===== config.mk =====
export PLATFORM = sky130hd
export DESIGN_NAME = typed_varint_field_decoder_top
export DESIGN_NICKNAME = d
export VERILOG_FILES = /design/src/hw/rtl/tvfd_pkg.sv /design/src/hw/rtl/tvfd_step.sv /design/src/hw/rtl/typed_varint_field_decoder_top.sv
export SDC_FILE = /design/constraint.sdc
export NUM_CORES = 1
export LEC_CHECK = 0
export BUFFER_PORTS_ARGS = -buffer_cell sky130_fd_sc_hd__buf_2
export CORE_ASPECT_RATIO = 1.75
export CORE_MARGIN = 2
export CORE_UTILIZATION = 38
export DETAILED_ROUTE_END_ITERATION = 16
export PLACE_DENSITY_LB_ADDON = 0.15
export SETUP_SLACK_MARGIN = 0.15
export SLEW_MARGIN = 25
export SYNTH_ARGS = -nofsm -noshare
export SYNTH_HDL_FRONTEND = slang
export SYNTH_SLANG_ARGS = --single-unit
export TNS_END_PERCENT = 30

===== constraint.sdc =====
create_clock -name clk_i -period 16.3 [get_ports clk_i]
set_input_delay 0.815 -clock clk_i [delete_from_list [all_inputs] [get_ports clk_i]]
set_output_delay 0.815 -clock clk_i [all_outputs]
set_load 0.02 [all_outputs]

===== src/hw/rtl/tvfd_pkg.sv =====
`timescale 1ns / 1ps
// Package for the typed varint field decoder.
// Holds payload structs, field kinds, result roles and decoder state types.
package tvfd_pkg;

  typedef enum logic [3:0] {
    KIND_OCTET  = 4'd0,
    KIND_BOOL   = 4'd1,
    KIND_USHORT = 4'd2,
    KIND_SHORT  = 4'd3,
    KIND_UINT   = 4'd4,
    KIND_INT    = 4'd5,
    KIND_ULONG  = 4'd6,
    KIND_LONG   = 4'd7,
    KIND_STRING = 4'd8,
    KIND_TAG    = 4'd9
  } kind_e;

  typedef enum logic [1:0] {
    ROLE_SCALAR  = 2'd0,
    ROLE_LENGTH  = 2'd1,
    ROLE_PAYLOAD = 2'd2
  } role_e;

  typedef enum logic [2:0] {
    PH_IDLE    = 3'b001,
    PH_SCALAR  = 3'b010,
    PH_PAYLOAD = 3'b100
  } phase_e;

  localparam logic [7:0] ContMask  = 8'h80;
  localparam logic [6:0] VarShiftEnd = 7'd64;
  localparam logic [6:0] VarShiftStep = 7'd7;

  typedef struct packed {
    logic [7:0] data_byte;
    logic [3:0] field_kind;
  } in_item_t;

  typedef struct packed {
    logic [63:0] value;
    logic [3:0]  value_kind;
    logic [1:0]  role;
    logic        field_end;
  } out_item_t;

  typedef struct packed {
    phase_e      phase;
    logic [63:0] accumulator;
    logic [6:0]  bit_shift;
    logic [3:0]  byte_count;
    logic [3:0]  current_kind;
    logic [31:0] payload_remaining;
  } dec_state_t;

endpackage


===== src/hw/rtl/tvfd_step.sv =====
`timescale 1ns / 1ps
// Next-state and result logic of the decoder for one incoming byte.
// Depends on tvfd_pkg for the state, item and kind types.
module tvfd_step import tvfd_pkg::*; (
  input  dec_state_t state_i,
  input  logic       varint_en_i,
  input  in_item_t   item_i,
  output dec_state_t state_o,
  output logic       res_valid_o,
  output out_item_t  res_o
);

  logic        start;
  logic [3:0]  kind;
  logic [63:0] acc;
  logic [6:0]  shift;
  logic [3:0]  count;
  logic [7:0]  b;
  logic [63:0] acc_var;
  logic [63:0] acc_fix;
  logic [3:0]  count_inc;
  logic [3:0]  need;
  logic [63:0] raw;
  logic [31:0] z32;
  logic [63:0] z64;
  logic [31:0] rem_dec;
  logic        done;

  assign b         = item_i.data_byte;
  assign start     = (state_i.phase == PH_IDLE);
  assign kind      = start ? item_i.field_kind : state_i.current_kind;
  assign acc       = start ? 64'd0 : state_i.accumulator;
  assign shift     = start ? 7'd0 : state_i.bit_shift;
  assign count     = start ? 4'd0 : state_i.byte_count;
  assign acc_var   = shift[6] ? acc : (acc | ({57'd0, b[6:0]} << shift[5:0]));
  assign acc_fix   = {acc[55:0], b};
  assign count_inc = count + 4'd1;
  assign raw       = varint_en_i ? acc_var : acc_fix;
  assign z32       = varint_en_i ? ({1'b0, raw[31:1]} ^ {32{raw[0]}}) : raw[31:0];
  assign z64       = varint_en_i ? ({1'b0, raw[63:1]} ^ {64{raw[0]}}) : raw;
  assign rem_dec   = state_i.payload_remaining - 32'd1;

  always_comb begin
    case (kind_e'(kind))
      KIND_USHORT, KIND_SHORT: need = 4'd2;
      KIND_ULONG, KIND_LONG:   need = 4'd8;
      default:                 need = 4'd4;
    endcase
    done = varint_en_i ? ((b & ContMask) == 8'd0) : (count_inc >= need);
  end

  always_comb begin
    state_o             = state_i;
    res_valid_o         = 1'b0;
    res_o.value         = {56'd0, b};
    res_o.value_kind    = kind;
    res_o.role          = ROLE_SCALAR;
    res_o.field_end     = 1'b1;
    if (state_i.phase == PH_PAYLOAD) begin
      state_o.payload_remaining = rem_dec;
      res_valid_o               = 1'b1;
      res_o.role                = ROLE_PAYLOAD;
      res_o.field_end           = (rem_dec == 32'd0);
      if (rem_dec == 32'd0) begin
        state_o.phase = PH_IDLE;
      end
    end else if (!(start && (item_i.field_kind > KIND_TAG))) begin
      state_o.current_kind = kind;
      state_o.phase        = PH_SCALAR;
      state_o.accumulator  = raw;
      state_o.bit_shift    = shift;
      state_o.byte_count   = count;
      if (varint_en_i) begin
        if (!shift[6] && !done) begin
          state_o.bit_shift = shift + VarShiftStep;
        end
      end else begin
        state_o.byte_count = count_inc;
      end
      case (kind_e'(kind))
        KIND_OCTET: begin
          state_o.phase = PH_IDLE;
          res_valid_o   = 1'b1;
          res_o.value   = {{56{b[7]}}, b};
        end
        KIND_BOOL: begin
          state_o.phase = PH_IDLE;
          res_valid_o   = 1'b1;
          res_o.value   = {63'd0, (b == 8'd1)};
        end
        default: begin
          if (done) begin
            state_o.phase = PH_IDLE;
            res_valid_o   = 1'b1;
            case (kind_e'(kind))
              KIND_USHORT: res_o.value = {48'd0, raw[15:0]};
              KIND_SHORT:  res_o.value = {{48{z32[15]}}, z32[15:0]};
              KIND_UINT:   res_o.value = {32'd0, raw[31:0]};
              KIND_INT:    res_o.value = {{32{z32[31]}}, z32};
              KIND_ULONG:  res_o.value = raw;
              KIND_LONG:   res_o.value = z64;
              KIND_TAG:    res_o.value = {56'd0, z32[7:0]};
              default: begin
                state_o.payload_remaining = raw[31:0];
                res_o.value               = {32'd0, raw[31:0]};
                res_o.role                = ROLE_LENGTH;
                res_o.field_end           = (raw[31:0] == 32'd0);
                if (raw[31:0] != 32'd0) begin
                  state_o.phase = PH_PAYLOAD;
                end
              end
            endcase
          end
        end
      endcase
    end
  end

endmodule


===== src/hw/rtl/typed_varint_field_decoder_top.sv =====
`timescale 1ns / 1ps
// Typed varint field decoder, top level: one byte per transaction.
// Results are registered: a result is valid in the cycle after its byte's transaction.
// Throughput: one byte per cycle while results are taken; the result register frees as it is taken.
// Reset: decoder idle, result register empty, varint_enable set to 1.
// Depends on tvfd_pkg and tvfd_step.
module typed_varint_field_decoder_top import tvfd_pkg::*; (
  input  logic      clk_i,
  input  logic      rst_ni,
  input  logic      cfg_we_i,
  input  logic      cfg_wdata_i,
  input  logic      in_valid_i,
  output logic      in_ready_o,
  input  in_item_t  in_data_i,
  output logic      out_valid_o,
  input  logic      out_ready_i,
  output out_item_t out_data_o
);

  dec_state_t state_q, state_d;
  logic       varint_en_q;
  logic       out_valid_q;
  out_item_t  out_data_q;
  logic       res_valid;
  out_item_t  res;
  logic       in_fire;

  assign in_ready_o  = !out_valid_q || out_ready_i;
  assign in_fire     = in_valid_i && in_ready_o;
  assign out_valid_o = out_valid_q;
  assign out_data_o  = out_data_q;

  tvfd_step u_step (
    .state_i     (state_q),
    .varint_en_i (varint_en_q),
    .item_i      (in_data_i),
    .state_o     (state_d),
    .res_valid_o (res_valid),
    .res_o       (res)
  );

  always_ff @(posedge clk_i or negedge rst_ni) begin
    if (!rst_ni) begin
      varint_en_q <= 1'b1;
    end else if (cfg_we_i) begin
      varint_en_q <= cfg_wdata_i;
    end
  end

  always_ff @(posedge clk_i or negedge rst_ni) begin
    if (!rst_ni) begin
      state_q     <= '{phase: PH_IDLE, default: '0};
      out_valid_q <= 1'b0;
    end else begin
      if (in_fire) begin
        state_q     <= state_d;
        out_valid_q <= res_valid;
      end else if (out_ready_i) begin
        out_valid_q <= 1'b0;
      end
    end
  end

  always_ff @(posedge clk_i) begin
    if (in_fire && res_valid) begin
      out_data_q <= res;
    end
  end

endmodule


==> results of run 1 <==
## stage by stage
step / hold WS [ns] / worst slack, ns
2_1_floorplan: 0.4457 / 8.589
3_3_place_gp: 0.4589 / 11.52
3_5_place_dp: 0.4631 / 11.34
4_1_cts: 0.4393 / 11.35
5_1_grt: 0.4674 / 10.91
6_report: 0.4167 / 11.25
## cell usage after synthesis (5+ instances only)
cell type,count,share of area
a21o_1,12,0.0068
xnor2_1,35,0.023
a211oi_1,10,0.0057
edfxtp_1,71,0.16
o31ai_1,17,0.0097
clkbuf_1,91,0.026
buf_2,33,0.013
o21ai_1,5,0.0019
xor2_1,6,0.0040
and3_1,10,0.0048
and2_1,8,0.0038
or2_2,6,0.0029
a2111oi_0,7,0.0047
o22ai_1,20,0.0095
nor3_1,45,0.017
or3_1,16,0.0076
nand2_1,248,0.071
o221ai_1,6,0.0040
dfrtp_1,114,0.22
ha_1,7,0.0067
a211o_1,5,0.0033
a32oi_1,7,0.0047
a22o_1,22,0.015
o2bb2ai_1,8,0.0053
a22oi_1,20,0.011
a31oi_1,46,0.022
inv_1,22,0.0063
nand4_1,10,0.0048
nor4_1,12,0.0057
or4_1,8,0.0046
nor2b_1,5,0.0024
mux2_2,11,0.0094
o21ai_0,154,0.059
nand3_1,36,0.014
buf_1,10,0.0029
nor2_1,168,0.048
o211ai_1,12,0.0068
a221oi_1,10,0.0067
mux2i_1,23,0.017
o32ai_1,6,0.0040
nand2b_1,15,0.0071
a21oi_1,191,0.073
## report_power, final
group          internal, uW  leakage (uW)  total (uW)  switching, uW
logic                   621       0.00315        2100           1480
clock network           216      0.000274         416            199
registers               732       0.00215         943            211
## cell type report
cell class                 instances  area [um^2]  area share
inverter                          26        97.59    0.006728
clock buffer                      20        446.7     0.03079
timing repair buffer             122        696.9     0.04805
tap                              460        575.6     0.03968
multi-input combinational       1309         7532      0.5193
sequential                       187         5041      0.3475
clock inverter                    12        115.1    0.007936
## flip-flops by register name (all words and copies together) (netlist names)
name         flops
out_valid_o      1
out_data_o      71
state_q        114
varint_en_q      1
## worst max-delay path by stage
stage / startpoint / endpoint / cells after the start
floorplan: state_q[111] / state_q[111] / 21
global placement: state_q[111] / out_data_o[25] / 15
detailed placement: state_q[111] / out_data_o[25] / 15
CTS: state_q[111] / out_data_o[25] / 15
global route: state_q[111] / out_data_o[25] / 15
finish: state_q[111] / out_data_o[25] / 15
## placed cells by master, fill, tap and decap left out, types with 7 or more instances in the layout
cell type  count
a2111oi_0      7
a211oi_1      10
a21o_1        12
a21oi_1      191
a221oi_1      10
a22o_1        22
a22oi_1       20
a31oi_1       45
a32oi_1        7
and2_1         8
and3_1        10
buf_2         89
buf_4         32
clkbuf_16     17
dfrtp_1      114
edfxtp_1      71
ha_1           7
inv_1         22
mux2_2        11
mux2i_1       23
nand2_1      248
nand2b_1      15
nand3_1       35
nand4_1       10
nor2_1       167
nor3_1        45
nor4_1        12
o211ai_1      12
o21ai_0      153
o22ai_1       20
o2bb2ai_1      8
o31ai_1       17
or3_1         16
or4_1          8
xnor2_1       35
## cell families (layout without fill, tap and decap cells)
group,count (synthesis),in the layout,synth area share
adders and majority gates,7,7,0.006654
DFF,187,187,0.3827
AOI/OAI and AO/OA,608,608,0.2887
xor gates and xnor gates,41,41,0.02728
buffers and inverters,162,180,0.05020
and+or+nand+nor,617,617,0.2154
muxes,36,36,0.02900
## metal layers
| metal | track usage | share of wire |
|---|---|---|
| met5 | 0 | 0 |
| met4 | 0.2524 | 0.094 |
| met3 | 0.05276 | 0.054 |
| met2 | 0.5526 | 0.50 |
| met1 | 0.3523 | 0.35 |
==> flow_summary.ini, run 1 <==
[outcome]
outcome = completed

[power]
total_power_uw = 3459
vdd_drop_max_mv = 0.09918
power.density_nw_per_um2 = 238.5
power.leakage_uw = 0.005576

[floorplan]
die_width_um = 144.7
floorplan.die_area_um2 = 36200
dieHeight_um = 250.2
rows = 90
core_um2 = 34350
ioPinCount = 91
start_util = 0.3832

[logic_synthesis]
synth_cell_types = 86
async_flop_share = 0.6203
synth_edf_count = 71
syn_area_um2 = 13160
yosysWarnings = 0
postSynthCellCount = 1658
synth-seq-cells = 187
synthFlopType = dfrtp_1
synth_nets = 1683
yosysSeqAreaShare = 0.3827
postSynthAreaPerCell_um2 = 7.938

[cts]
clk_latency_ns = 0.47
cts_buffers = 17
cts_tree = built
htreeDepth = 4
postCtsHoldBufs = 0
clock-root-buffer = clkbuf_16
cts_resized = 0
cts.clk_slew.worst_paths_ns = 0.07
post-cts-setup-buffers = 0
cts_max_path_buffers = 2
clock-sinks = 187

[drt]
viasPerCell = 6.404
ant_nets = 0
vias = 13680
drc = 0
detail_route.first_pass.iterations = 6
drtIter0Drc = 1262
drt_wl_total_um = 58020
post_drt_wl_per_cell_um = 27.16

[setup_path]
startpoint_type = flop
rr_startpoint = state_q[111]
end_kind = flop
critPathTopFamily = simple AND/OR/NAND/NOR gates
rrSetupSlack_ns = 11.25
max_stage_delay_ns = 0.57
path_max_fanout = 33
worstPathCellList = nor3b_2 -> buf_4 -> mux2i_2 -> nand2_1 -> nor2_1 -> inv_1 -> ha_1 -> inv_1 -> o21ai_0 -> a31o_2 -> nand3_1 -> and2_1 -> o21bai_2 -> buf_4 -> o21ai_0
slowest_stage = dfstp_2
worst-r2r-cell-count = 15
critical_path_required_ns = 16.50
reg2reg_to = out_data_o[25]
cp.arrival_ns = 5.25
path_class = reg -> reg
critPathBufInv = 4

[grt]
grt_max_degree = 74
track_usage = 0.3246
grt_first_pass_wirelength_um = 86130
grt_pass1_vias = 13410
antenna_found_initial = 0
grt_remaining_overflow = 0

[place]
dp_hpwl_um = 41890
post-place-cells = 2104
place_congestion = 0.9695
place.port_buffers = 90
dpl_cell_area_um2 = 13930

[sta]
relSlewSlack = 0.2772
fin_setup_tns_ns = 0
rsz0062_at_grt = false
finalCritPeriodShare = 0.3096
clock_skew_ns = 0.01839
finalHoldViolCount = 0
setup_violations = 0
timing.fmax_mhz = 198.2
worst_pin_slew_ns = 1.082
slew_viol_final = 0
fin_crit_ns = 5.046

[layout]
n_antenna_cell = 0
nFillCells = 3503
final_nets = 1688
fin_cells = 2136
area_growth_syn_to_layout_pct = 10.21
drive_above_1_share = 0.1229
fin_util = 0.4223
fin_area_um2 = 14510

[job]
maxCapViolCount = 0

[hold_path]
hp-class = in -> async
Note: power is estimated with default switching activity, not from simulation.
==> inputs of run 2 (changes only) <==
- clock period: 16.3 -> 4.64 ns (I/O delays scaled with it)
==> flow_summary.ini, run 2 (synthesized netlist as in run 1, its figures left out) <==
[outcome]
outcome = completed

[grt]
grt_max_degree = 62
grt_pass1_vias = 13710
antenna_found_initial = 0
grt_first_pass_wirelength_um = 93830
grt_busiest_layer = met2
use_met2 = 0.6213
grt_remaining_overflow = 0
track_usage = 0.3607
met1_usage = 0.3746
grt_use_met3 = 0.05697

[hold_path]
whs_path_depth = 2
hp-class = in -> reg

[cts]
clock-root-buffer = clkbuf_16
cts_resized = 0
cts_buffers = 17
clk_latency_ns = 0.48
cts_max_path_buffers = 2
htreeDepth = 4
cts.clk_slew.worst_paths_ns = 0.08
post-cts-setup-buffers = 0
cts_tree = built
clock-sinks = 187

[power]
p_clk_frac = 0.123
switching_share = 0.5471
p_sw_uw = 7109
power.density_nw_per_um2 = 863.7
pwr-share-comb = 0.617
power.leakage_uw = 0.005871
vdd_drop_max_mv = 0.4754
cell_internal_pwr_uw = 5885
p_seq_frac = 0.260
total_power_uw = 12990

[sta]
relSlewSlack = 0.3695
fin_crit_ns = 4.284
timing.fmax_mhz = 233.4
finalHoldViolCount = 0
finalCritPeriodShare = 0.9233
whs_ns = 0.1533
fin_setup_tns_ns = 0
clock_skew_ns = 0.01672
setup_violations = 0
rsz0062_at_grt = false
slew_viol_final = 0
worst_pin_slew_ns = 0.9457

[layout]
most-common-layout-cells = 248 x nand2_1, 191 x a21oi_1, 166 x nor2_1
layout_commonest_cell = nand2_1
n_antenna_cell = 0
final_nets = 1741
area_growth_syn_to_layout_pct = 14.32
largest_reg_flops = 114
nFillCells = 3502
fin_util = 0.4381
drive_above_1_share = 0.1544
regMostFlops = state_q

[job]
maxCapViolCount = 0

[place]
dp_hpwl_um = 48150
place_congestion = 1.055
place.port_buffers = 90

[floorplan]
dieHeight_um = 250.2
core_um2 = 34350
start_util = 0.3832
die_width_um = 144.7
ioPinCount = 91
floorplan.die_area_um2 = 36200
rows = 90

[setup_path]
path_max_fanout = 21
worst-r2r-cell-count = 9
path_class = reg -> reg
slowest_stage = dfrtp_1
cp.arrival_ns = 4.55
end_kind = flop
crit_top_cell = a21oi_1
worstPathCellList = mux2i_1 -> a21oi_1 -> a22o_1 -> a21oi_1 -> a21oi_1 -> or3_1 -> nor4_1 -> nand3_1 -> a21oi_1
startpoint_type = flop
critical_path_required_ns = 4.91
max_stage_delay_ns = 0.88

[drt]
drc = 0
ant_nets = 0
detail_route.first_pass.iterations = 6
post_drt_wl_per_cell_um = 29.66
drt_wl_total_um = 64920
vias = 14150
viasPerCell = 6.465
drtIter0Drc = 1389
==> run 2: layout make-up <==
class / instances / area [um^2] / area share
multi-input cells: 1309 / 7570 / 0.5031
flip-flops and latches: 187 / 5041 / 0.3351
repair buffers: 175 / 1144 / 0.07601
well taps: 460 / 575.6 / 0.03825
clock buffers: 18 / 450.4 / 0.02994
clock inverters: 14 / 167.7 / 0.01114
inverters: 26 / 97.59 / 0.006486
==> run 2: power by group through the flow <==
stage / sequential (uW) / clock (uW) / combinational [uW]
floorplan: 3370 / 0 / 4630
global route: 3450 / 1660 / 8480
global placement: 3370 / 0 / 7790
detailed placement: 3370 / 0 / 7790
CTS: 3340 / 1610 / 7830
finish: 3380 / 1600 / 8020
==> run 2: path summary, 6_finish.rpt <==
kind	start	to	slack (ns)
setup / recovery	state_q[40]	out_data_o[0]	0.36
hold / removal	cfg_we_i	varint_en_q	0.15
setup reg to reg	state_q[40]	out_data_o[0]	0.36
hold reg to reg	state_q[108]	state_q[108]	0.49
max in group asynchronous	rst_ni	state_q[47]	2.98
min in group asynchronous	rst_ni	state_q[30]	0.42
==> run 2: through the flow <==
| stage | cells | setup slack (ns) | area, um^2 |
|---|---|---|---|
| 2_1_floorplan | 1658 | -0.2142 | 13280 |
| 3_3_place_gp | 2156 | 0.4366 | 14410 |
| 3_5_place_dp | 2156 | 0.4883 | 14420 |
| 4_1_cts | 2189 | 0.4769 | 15040 |
| 5_1_grt | 2189 | 0.2045 | 15050 |
| 6_report | 2189 | 0.3560 | 15050 |
==> run 2: what timing repair did <==
item	CTS	global route
hold endpoints to repair	55	0
setup endpoints to repair	0	0
hold buffers	1	0
==> run 2: worst max-delay path, delay by kind of cell, from the launching register on <==
kind,cells,cell delay (ns)
AO/OA/AOI/OAI,5,1.56
AND/OR/NAND/NOR,3,1.10
flip-flops,1,0.88
multiplexers,1,0.53
==> run 2: metal layers <==
layer  wire length (um)  vias to the layer above  share of wire
met5                  0                        -              0
met4               6582                        0           0.10
met3               3691                      276          0.057
met2              32810                      743           0.51
met1              21830                     6885           0.34
li1                   -                     6247              -
